==> config.mk <==
export PLATFORM = sky130hd
export DESIGN_NAME = mdst_engine
export DESIGN_NICKNAME = d
export VERILOG_FILES = /design/src/rtl/mdst_pkg.sv /design/src/rtl/mdst_engine.sv
export SDC_FILE = /design/constraint.sdc
export NUM_CORES = 1
export LEC_CHECK = 0
export BUFFER_PORTS_ARGS = -buffer_cell sky130_fd_sc_hd__buf_2
export CAP_MARGIN = 20
export CORE_ASPECT_RATIO = 1.25
export CORE_MARGIN = 10
export CORE_UTILIZATION = 50
export DETAILED_ROUTE_END_ITERATION = 10
export GPL_ROUTABILITY_DRIVEN = 0
export GPL_TIMING_DRIVEN = 0
export MAX_ROUTING_LAYER = met4
export PLACE_DENSITY_LB_ADDON = 0.08
export SLEW_MARGIN = 5
export SYNTH_ARGS = -nofsm -noshare
export SYNTH_HDL_FRONTEND = slang
export SYNTH_SLANG_ARGS = --single-unit
==> constraint.sdc <==
create_clock -name vclk -period 6.6
set_input_delay 0 -clock vclk [all_inputs]
set_output_delay 0 -clock vclk [all_outputs]
set_load 0.05 [all_outputs]
==> src/rtl/mdst_pkg.sv <==
// ----------------------------------------------------------------------------
// mdst_pkg
// Shared types and codes of the directory sharer tracker.
// ----------------------------------------------------------------------------
package mdst_pkg;

   localparam logic [2:0] OP_RD_SHARE = 3'd0;
   localparam logic [2:0] OP_RD_EXCL  = 3'd1;
   localparam logic [2:0] OP_WB_CLEAN = 3'd2;
   localparam logic [2:0] OP_WB_DIRTY = 3'd3;
   localparam logic [2:0] OP_FORWARD  = 3'd4;
   localparam logic [2:0] OP_CLEAR    = 3'd5;

   localparam logic [2:0] CST_I         = 3'd0;
   localparam logic [2:0] CST_S         = 3'd1;
   localparam logic [2:0] CST_E         = 3'd2;
   localparam logic [2:0] CST_M         = 3'd3;
   localparam logic [2:0] CST_UNCHANGED = 3'd4;

   localparam logic [1:0] KIND_NONE      = 2'd0;
   localparam logic [1:0] KIND_INVAL     = 2'd1;
   localparam logic [1:0] KIND_DOWNGRADE = 2'd2;
   localparam logic [1:0] KIND_FORWARD   = 2'd3;

   localparam int FLAG_NO_EXCL   = 0;
   localparam int FLAG_KEEP_EXCL = 1;

   localparam logic [4:0] CHILDREN_RESET = 5'd16;

   typedef struct packed {
      logic [2:0]  op;
      logic [9:0]  entry_index;
      logic        entry_present;
      logic [3:0]  child_id;
      logic [1:0]  request_flags;
      logic        is_flush;
   } req_type;

   typedef struct packed {
      logic [2:0]  child_state;
      logic [15:0] inval_mask;
      logic [1:0]  inval_kind;
      logic        inval_flush;
      logic        evict_entry;
      logic        protocol_error;
   } rsp_type;

   typedef enum logic [1:0] {
      ST_CLEAR,
      ST_IDLE,
      ST_EXEC
   } state_type;

endpackage

==> src/rtl/mdst_engine.sv <==
// ----------------------------------------------------------------------------
// mdst_engine
// Next entry contents and result of one request, from the entry as read.
// ----------------------------------------------------------------------------
module mdst_engine #(
   parameter int SW       = 16,
   parameter int CHILDREN = 16,
   parameter int ENTRIES  = 1024
) (
   input  mdst_pkg::req_type req,
   input  logic [SW-1:0]     use_mask,
   input  logic [SW-1:0]     cur_bits,
   input  logic [4:0]        cur_count,
   input  logic              cur_excl,
   output logic              upd_we,
   output logic [SW-1:0]     upd_bits,
   output logic [4:0]        upd_count,
   output logic              upd_excl,
   output mdst_pkg::rsp_type rsp
);
   import mdst_pkg::*;

   always_comb begin
      logic [SW-1:0] b;
      logic [4:0]    c;
      logic          x;
      logic [SW-1:0] cbit;
      logic [SW-1:0] snd;
      logic [2:0]    st;
      logic [1:0]    kind;
      logic          fl;
      logic          ev;
      logic          err;
      logic          we;

      b    = cur_bits;
      c    = cur_count;
      x    = cur_excl;
      cbit = SW'(1) << req.child_id;
      snd  = '0;
      st   = CST_UNCHANGED;
      kind = KIND_NONE;
      fl   = 1'b0;
      ev   = 1'b0;
      err  = 1'b0;
      we   = 1'b0;

      priority if (int'(req.entry_index) >= ENTRIES) begin
         if (req.op <= OP_CLEAR) begin
            err = 1'b1;
         end
      end else if (req.op <= OP_WB_DIRTY && int'(req.child_id) >= CHILDREN) begin
         err = 1'b1;
      end else begin
         unique case (req.op)
            OP_RD_SHARE: begin
               we = 1'b1;
               if (!req.entry_present) begin
                  b = '0;
                  c = '0;
                  x = 1'b0;
               end
               if (c == 5'd0 && !req.request_flags[FLAG_NO_EXCL]) begin
                  x  = 1'b1;
                  b  = b | cbit;
                  c  = 5'd1;
                  st = CST_E;
               end else begin
                  if ((b & cbit) != '0) begin
                     err = 1'b1;
                  end
                  if (x && c == 5'd1) begin
                     snd = b & use_mask;
                     if (5'($countones(snd)) != c) begin
                        err = 1'b1;
                     end
                     if (snd != '0) begin
                        kind = KIND_DOWNGRADE;
                     end
                  end
                  b  = b | cbit;
                  c  = c + 5'd1;
                  x  = 1'b0;
                  st = CST_S;
               end
            end
            OP_RD_EXCL: begin
               we = 1'b1;
               if (!req.entry_present) begin
                  b = '0;
                  c = '0;
                  x = 1'b0;
               end
               if ((b & cbit) != '0) begin
                  if (x && c == 5'd1) begin
                     err = 1'b1;
                  end
                  b = b & ~cbit;
                  c = c - 5'd1;
               end
               if (c != 5'd0) begin
                  snd = b & use_mask;
                  if (5'($countones(snd)) != c) begin
                     err = 1'b1;
                  end
                  b = b & ~snd;
                  c = 5'd0;
                  if (snd != '0) begin
                     kind = KIND_INVAL;
                  end
               end
               b = b | cbit;
               c = c + 5'd1;
               x = 1'b1;
               if (c != 5'd1) begin
                  err = 1'b1;
               end
               st = CST_M;
            end
            OP_WB_CLEAN, OP_WB_DIRTY: begin
               if (req.entry_present) begin
                  we = 1'b1;
                  if (req.op == OP_WB_DIRTY && !(x && c == 5'd1)) begin
                     err = 1'b1;
                  end
                  if ((b & cbit) == '0) begin
                     err = 1'b1;
                  end
                  if (req.op == OP_WB_DIRTY && req.request_flags[FLAG_KEEP_EXCL]) begin
                     st = CST_E;
                  end else begin
                     b  = b & ~cbit;
                     c  = c - 5'd1;
                     st = CST_I;
                  end
                  if (c == 5'd0) begin
                     b  = '0;
                     x  = 1'b0;
                     ev = 1'b1;
                  end
               end
            end
            OP_FORWARD: begin
               fl = req.is_flush;
               if (!req.entry_present) begin
                  snd = use_mask;
               end else if (c != 5'd0) begin
                  we  = 1'b1;
                  snd = b & use_mask;
                  if (5'($countones(snd)) != c) begin
                     err = 1'b1;
                  end
                  if (!x || c != 5'd1) begin
                     err = 1'b1;
                  end
                  x = 1'b0;
               end
               if (snd != '0) begin
                  kind = KIND_FORWARD;
               end
            end
            OP_CLEAR: begin
               if (req.entry_present) begin
                  we = 1'b1;
                  b  = '0;
                  c  = '0;
                  x  = 1'b0;
               end
            end
            default: begin
            end
         endcase
      end

      upd_we             = we;
      upd_bits           = b;
      upd_count          = c;
      upd_excl           = x;
      rsp.child_state    = st;
      rsp.inval_mask     = 16'(snd);
      rsp.inval_kind     = kind;
      rsp.inval_flush    = fl;
      rsp.evict_entry    = ev;
      rsp.protocol_error = err;
   end

endmodule

==> metrics.md, run 1 <==
| Metric | Value |
|---|---|
| Area of the multi-input gates | roughly 0.0035 mm2 |
| Total congestion overflow | 0 |
| Source of the critical timing path | req[7] |
| Fraction of final layout cells with drive strength greater than 1 | 16.5% |
| Post-Synthesis Cells | around 600 |
| Floorplan die width | about 99 um |
| Clk pwr share | 0% |
| Count of hold buffers inserted by post-cts repair | 0 |
| Setup fix buffers added after clock tree synthesis | 0 |
| Boundary pin count | between 100 and 150 |
| Post-Synthesis Cell Area | between 0.003 and 0.004 mm2 |
| Cell taking the most area after synthesis | fa_1 |
| Detailed placement HPWL | 14.0 mm |
| Peak per-stage delay on the critical path | roughly 600 ps |
| Worst endpoint data arrival time | around 6000 ps |
| Max Fanout on Critical Path | 10 |
| Antenna-violating nets left | 0 |
| Worst slew margin relative to its limit | between 50% and 60% |
| Initial Utilization | between 50 and 60% |
| Area of the die | 0.0118 mm2 |
| Final #Nets | roughly 800 |
| Maximum Capacitance Violations | 0 |
| Cell count along the critical path | 22 |
| Via count of the first global-routing pass | 5,157 |
| Final Routed Wirelength | roughly 17 mm |
| Std cell rows | 36 |
| Routed WL per cell | 22.2 um |
| ANT cells | 0 |
| Number of clock buffers in the layout | 0 |
| Post-synthesis adder-cell area fraction | a little under a quarter |
| Routed via count | approximately 5,200 |
| First-pass GRT wire length | roughly 27 mm |
| Count of yosys warnings during synthesis | 0 |
| Run status | finished, final reports clean |
| Maximum clock rate | between 0.15 and 0.2 GHz |
| Layout fillers | between 800 and 900 |
| Transition time of the tightest slew-check pin | around 700 ps |
| Cell type of the slowest stage on the worst timing path | fa_1 |
| Commonest cells after routing, fill and taps aside | buf_2, inv_1, nand2_1 |
| CP most frequent cell | fa_1 |
| Routed via count divided by cell count | between 6 and 7 |
| Final count of hold timing violations | 0 |
| Ratio of final minimum period to clock period | approximately nine tenths |
| Sw frac | 65.2% |
| Number of distinct library cell variants in the gate-level netlist after synthesis | between 60 and 70 |
| Worst setup path category | in -> out |
| Area fraction in compound gates after synthesis | a little under a third |
| Leading cell type in the layout, fill and taps excluded | buf_2 |
| Standard cell core area | between 0.007 and 0.008 mm2 |
| Shortest clock period the worst path allows after layout | just over 6000 ps |
| Number of buffer and inverter stages on the critical path | 8 |
| Antenna violations before repair | 0 |
| Net switching power | ~340 uW |
| Hold Path Origin | cur_excl |
| Share of power burned in registers | 0% |
| Simple-Gate Fraction of Synth Area | 27.8% |
| I/O Buffers | 88 |
| Number of setup violations in the final report | 0 |
| Unrepaired setup endpoints after global routing | false |
| Mux contribution to synthesized area | around 2.6% |
| CP endpoint | rsp[0] |
| Crit-path cells | buf_2 -> buf_2 -> clkbuf_1 -> clkbuf_1 -> nand3_1 -> fa_1 -> inv_1 -> fa_1 -> fa_1 -> inv_1 -> fa_1 -> inv_1 -> ha_1 -> fa_1 -> nand3_1 -> o21ai_0 -> a22oi_1 -> nor4_1 -> o22ai_1 -> a221oi_1 -> nand4_1 -> buf_2 |
| FF/Latch Area | 0 um2 |
| CP Data Required Time | between 6000 and 7000 ps |
| Residual DRC count | 0 |
| Element type at the critical path start | primary input |
| Average cell area after synthesis | between 6 and 7 um2 |
| Maximum VDD drop | just over 0.00007 V |
| Biggest area contributors in the synthesized netlist | fa_1, ha_1, o21ai_0, inv_1, a21oi_1 |
| Post-CTS Resized | 0 |
| Power per unit of standard cell area | around 120 mW/mm2 |
| Fraction of synthesized cell area taken by the top area cell type | around 15% |
| Cell family contributing the most delay on the critical path | adder cells |
| Final sequential cell count | 0 |
| Setup TNS after final layout | 0 ps |
| Largest family of logic cells by synthesized area | compound AO/OA/AOI/OAI gates |
| Detailed Routing Iterations Pass 1 | 6 |
| Starting DRT DRC Count | 504 |
| Area added between synthesis and finish | 14.4% |
| Portion of the post-synthesis area used by sequential elements | 0% |
| Type of the worst min-delay path | in -> out |
| Post-synthesis xor/xnor area fraction | ~3.3% |
| Tot Pwr | approximately 520 uW |
| Combinational share of power | 100.0% |
| Global routing usage summed across all routing layers | roughly 28% |
| Pin count of the biggest net entering global routing | 11 |
| Pleak | 2.15 nW |
| Vert. Die Dim | between 100 and 150 um |
| CP Capture Type | output pin |
| Pins over their slew limit | 0 |
| Internal power component | roughly 180 uW |
## cell type report
type	count	share of cell area [%]
plain buffers	36	4.32
inverters	69	5.77
multi-input cells	490	77.5
well taps	95	2.65
repair buffers	88	9.81
## worst min-delay path by stage
stage | cells past startpoint | to | slack [ps]
2_1_floorplan | 3 | rsp[1] | 290
3_3_place_gp | 4 | upd_excl | 430
3_5_place_dp | 4 | upd_excl | 420
4_1_cts | 4 | upd_excl | 430
5_1_grt | 4 | upd_excl | 440
6_report | 4 | upd_excl | 440
## power by group through the flow
stage	clock, mW	sequential [mW]	combinational, mW
after floorplan	0	0	0.377
after global placement	0	0	0.502
after detailed placement	0	0	0.510
after CTS	0	0	0.514
after global routing	0	0	0.572
final	0	0	0.523
## cells in the mapped netlist, types with 2 or more instances
cell type and number:
inv_1 68, nand2_1 66, o21ai_0 51, a21oi_1 50, fa_1 30, nor2_1 30, ha_1 25, clkbuf_1 23
nand3_1 20, a31oi_1 19, o22ai_1 19, and3_1 11, nand2b_1 11, xnor2_1 11, nor2b_1 10, o21ai_1 10
and2_1 9, o211ai_1 9, mux2i_1 8, nand4_1 8, nor4_1 8, a21o_1 7, buf_6 7, nor3_1 7
buf_2 5, nand3b_1 5, o2111ai_1 5, a22oi_1 4, o221ai_1 4, o31ai_1 4, xor2_1 4, a41oi_1 3
and4_1 3, nand4b_1 3, conb_1 2, nand2_2 2, nor3b_1 2, o21a_1 2, or2_2 2, or4_1 2
## cells by family (layout without fill, tap and decap cells)
logic type	after synthesis	in the layout
AND/OR/NAND/NOR	207	207
AO/OA/AOI/OAI	200	200
buffers and inverters	105	193
adder cells (fa/ha/maj)	55	55
XOR/XNOR	15	15
multiplexers	9	9
other	2	4
## stage by stage
stage,setup slack (ps),util [%],instances,area (um2),hold slack (ps)
global placement,685,58.3,778,4490,426
global route,314,58.3,778,4490,437
finish,566,58.3,778,4490,441
floorplan,1470,-,595,3930,286
CTS,634,58.3,778,4490,426
detailed placement,664,58.3,778,4490,423
## metal layers
layer	vias up	share of wire, %	GRT usage [%]
met5	-	0	-
met4	0	7.1	15.5
met3	108	12	4.22
met2	422	45	46.2
met1	2349	36	31.9
li1	2297	-	-
No activity file was read; power rests on OpenSTA's default activity.
==> run 2, diff against run 1 <==
Settings changed: GPL_TIMING_DRIVEN 0 to not set.
==> metrics.md, run 2 (same netlist as run 1, synthesis figures left out) <==
| Metric | Value |
|---|---|
| Run status | finished, final reports clean |
| Setup slack after layout | roughly 1300 ps |
| Starting DRT DRC Count | 404 |
| Floorplan die width | 99.2 um |
| Area added between synthesis and finish | 11.5% |
| Number of clock buffers in the layout | 0 |
| Worst setup slack after placement | approximately 1400 ps |
| First-pass GRT wire length | 26.1 mm |
| FF/Latch Area | 0 um2 |
| Source of the critical timing path | req[7] |
| Number of setup violations in the final report | 0 |
| Vert. Die Dim | roughly 120 um |
| Post-CTS Resized | 0 |
| Standard cell core area | ~0.0077 mm2 |
| Std cell rows | 36 |
| Routed via count | between 4,000 and 5,000 |
| Final count of hold timing violations | 0 |
| Pin count of the biggest net entering global routing | 25 |
| Detailed Routing Iterations Pass 1 | 5 |
| Maximum Capacitance Violations | 0 |
| Worst slew margin relative to its limit | about a third |
| Detailed placement HPWL | between 10 and 15 mm |
| Power per unit of standard cell area | approximately 120 mW/mm2 |
| Maximum clock rate | about 0.19 GHz |
| Element type at the critical path start | primary input |
| Transition time of the tightest slew-check pin | 1020 ps |
| Final Routed Wirelength | 16.6 mm |
| Max Fanout on Critical Path | 24 |
| Type of the worst min-delay path | in -> out |
| Antenna violations before repair | 0 |
| Setup fix buffers added after clock tree synthesis | 0 |
| Routed via count divided by cell count | approximately 6.6 |
| Fraction of final layout cells with drive strength greater than 1 | about 17% |
| Ratio of final minimum period to clock period | roughly four fifths |
| CP Data Required Time | between 6000 and 7000 ps |
| ANT cells | 0 |
| Worst setup path category | in -> out |
| Unrepaired setup endpoints after global routing | false |
| Setup TNS after final layout | 0 ps |
| Antenna-violating nets left | 0 |
| Commonest cells after routing, fill and taps aside | buf_2, inv_1, nand2_1 |
| Count of hold buffers inserted by post-cts repair | 0 |
| Total congestion overflow | 0 |
| Boundary pin count | between 100 and 150 |
| CP Capture Type | output pin |
| Area of the die | between 0.01 and 0.015 mm2 |
| Routed WL per cell | 22.0 um |
| Leading cell type in the layout, fill and taps excluded | buf_2 |
| Via count of the first global-routing pass | 4,907 |
| Global routing usage summed across all routing layers | a little over a quarter |
| Pleak | between 2 and 2.5 nW |
| I/O Buffers | 96 |
| CP endpoint | rsp[0] |
| Initial Utilization | 50.9% |
| Maximum VDD drop | roughly 0.000065 V |
| Final #Nets | 776 |
| Worst endpoint data arrival time | 5320 ps |
| Residual DRC count | 0 |
| Final sequential cell count | 0 |
| Pins over their slew limit | 0 |
| Layout fillers | slightly above 800 |
| Shortest clock period the worst path allows after layout | roughly 5300 ps |
| Worst hold slack after final layout | about 440 ps |
-- run 2: changes by cell type in the layout (fill, tap and decap cells not counted), sizes merged --
cell,before,now
clkbuf,23,0
-- run 2: final cells by class --
type | instances | area (um2) | area share [%]
timing repair buffer | 101 | 518 | 11.8
tap | 95 | 119 | 2.72
multi-input combinational | 490 | 3480 | 79.5
inverter | 69 | 259 | 5.92
-- run 2: how the worst min path moves through the flow --
stage,start,end,slack [ps],cells past startpoint
floorplan,cur_count[4],rsp[1],290,3
global placement,req[0],rsp[2],440,3
detailed placement,req[0],rsp[2],440,3
CTS,req[0],rsp[2],440,3
global route,req[0],rsp[2],460,3
finish,req[0],rsp[2],440,3
-- run 2: report_power, final --
part / total, mW / internal, mW / switching [mW]
Combinational: 0.513 / 0.178 / 0.335
Clock: 0 / 0 / 0
Sequential: 0 / 0 / 0
-- run 2: worst max-delay path: stages --
cell,delay [ps]
buf_2,340
clkinv_1,430
nor2_1,360
fa_1,240
inv_1,60
fa_1,530
inv_1,60
fa_1,520
inv_1,60
fa_1,540
inv_1,50
ha_1,210
fa_1,530
nand3_1,80
o21ai_0,90
a22oi_1,110
nor4_1,320
o22ai_1,110
a221oi_1,300
nand4_1,130
buf_2,230
-- run 2: stage by stage --
| stage | cell area (um2) | std cells | total power, mW | util (%) |
|---|---|---|---|---|
| final | 4370 | 755 | 0.513 | 56.8 |
| after global routing | 4370 | 755 | 0.564 | 56.8 |
| after CTS | 4360 | 753 | 0.506 | 56.6 |
| after detailed placement | 4360 | 753 | 0.501 | 56.6 |
| after global placement | 4360 | 753 | 0.493 | 56.6 |
| after floorplan | 3930 | 595 | 0.377 | - |
-- run 2: metal layers --
| layer | vias up | part of all wire (%) | GRT usage, % |
|---|---|---|---|
| met5 | - | 0 | - |
| met4 | 0 | 5.5 | 12.7 |
| met3 | 85 | 9.9 | 4.05 |
| met2 | 356 | 47 | 44.0 |
| met1 | 2298 | 38 | 32.7 |
| li1 | 2253 | - | - |
==> run 3, diff against run 2 <==
Clock period 6.6 ns to 5.1 ns, I/O delays scaled along.
==> metrics.md, run 3 (same netlist as run 1, synthesis figures left out) <==
| Metric | Value |
|---|---|
| Via count of the first global-routing pass | roughly 5,000 |
| Post-CTS Resized | 0 |
| Area of the die | between 0.01 and 0.015 mm2 |
| Commonest cells after routing, fill and taps aside | buf_2, inv_1, nand2_1 |
| Pins over their slew limit | 0 |
| Layout fillers | 767 |
| Routed via count | ~5,200 |
| Detailed Routing Iterations Pass 1 | 5 |
| Vert. Die Dim | roughly 120 um |
| Routed via count divided by cell count | between 6 and 7 |
| Count of hold buffers inserted by post-cts repair | 0 |
| Setup slack after layout | between 200 and 250 ps |
| Pleak | about 2.2 nW |
| Fraction of final layout cells with drive strength greater than 1 | about a fifth |
| Number of clock buffers in the layout | 0 |
| Std cell rows | 36 |
| Floorplan die width | 99.2 um |
| Unrepaired setup endpoints after global routing | false |
| Type of the worst min-delay path | in -> out |
| Shortest clock period the worst path allows after layout | 4870 ps |
| Total congestion overflow | 0 |
| Area added between synthesis and finish | 16.7% |
| Final sequential cell count | 0 |
| Leading cell type in the layout, fill and taps excluded | buf_2 |
| ANT cells | 0 |
| Tot Pwr | between 600 and 700 uW |
| CP Data Required Time | slightly above 5000 ps |
| Global routing usage summed across all routing layers | roughly 29% |
| CP Capture Type | output pin |
| Maximum clock rate | 0.205 GHz |
| Max Fanout on Critical Path | 3 |
| Initial Utilization | about half |
| Transition time of the tightest slew-check pin | between 1000 and 1500 ps |
| Antenna violations before repair | 0 |
| Final Routed Wirelength | approximately 18 mm |
| Starting DRT DRC Count | 520 |
| Hold Path Stages | 3 |
| I/O Buffers | 96 |
| Standard cell core area | ~0.0077 mm2 |
| Worst endpoint data arrival time | roughly 5000 ps |
| Final count of hold timing violations | 0 |
| Worst setup slack after placement | 151 ps |
| FF/Latch Area | 0 um2 |
| Number of setup violations in the final report | 0 |
| Setup fix buffers added after clock tree synthesis | 0 |
| Pin count of the biggest net entering global routing | 24 |
| Final #Nets | 800 |
| Ratio of final minimum period to clock period | between 90% and 100% |
| Worst setup path category | in -> out |
| Boundary pin count | 106 |
| Residual DRC count | 0 |
| Maximum Capacitance Violations | 0 |
| Antenna-violating nets left | 0 |
| Maximum VDD drop | 0.0000802 V |
| Element type at the critical path start | primary input |
| Worst hold slack after final layout | between 400 and 500 ps |
| Routed WL per cell | around 23 um |
| Detailed placement HPWL | 14.0 mm |
| Power per unit of standard cell area | 149 mW/mm2 |
| Run status | finished, final reports clean |
| First-pass GRT wire length | 27.1 mm |
| Setup TNS after final layout | 0 ps |
| Worst slew margin relative to its limit | 25.5% |
## run 3: worst max-delay path, cell delays in order
cell and delay [ps]:
buf_2 120, and2_1 190, fa_1 530, fa_1 550
inv_1 60, fa_1 510, fa_1 550, inv_1 40
ha_1 210, fa_1 460, xor2_1 160, a2111oi_0 420
a31oi_1 190, a41o_1 250, a221oi_1 290, nand4_1 130
buf_4 220
## run 3: final cells by class
cell class / instances / area [um2] / area share, %
multi-input combinational: 490 / 3490 / 76.3
inverter: 69 / 263 / 5.74
timing repair buffer: 125 / 706 / 15.4
tap: 95 / 119 / 2.60
## run 3: path summary, 6_finish.rpt
kind / end / slack (ps) / start
worst max-delay path: rsp[0] / 230 / cur_bits[0]
worst min-delay path: rsp[2] / 440 / req[0]
## run 3: per-stage QoR
stage	util, %	area [um2]	std cells
after floorplan	-	3930	595
after global placement	59.0	4550	778
after detailed placement	59.0	4550	778
after CTS	59.0	4550	778
after global routing	59.4	4580	779
final	59.4	4580	779
## run 3: routing by layer
metal	wire [um]	GRT usage [%]
met1	6400	32.9
met2	7920	45.3
met5	0	-
met4	1240	17.1
met3	2070	5.09
## run 3: where the power goes
part / total, mW / switching (mW) / leakage (nW) / internal (mW)
sequential: 0 / 0 / 0 / 0
clock: 0 / 0 / 0 / 0
combinational: 0.684 / 0.442 / 2.24 / 0.242
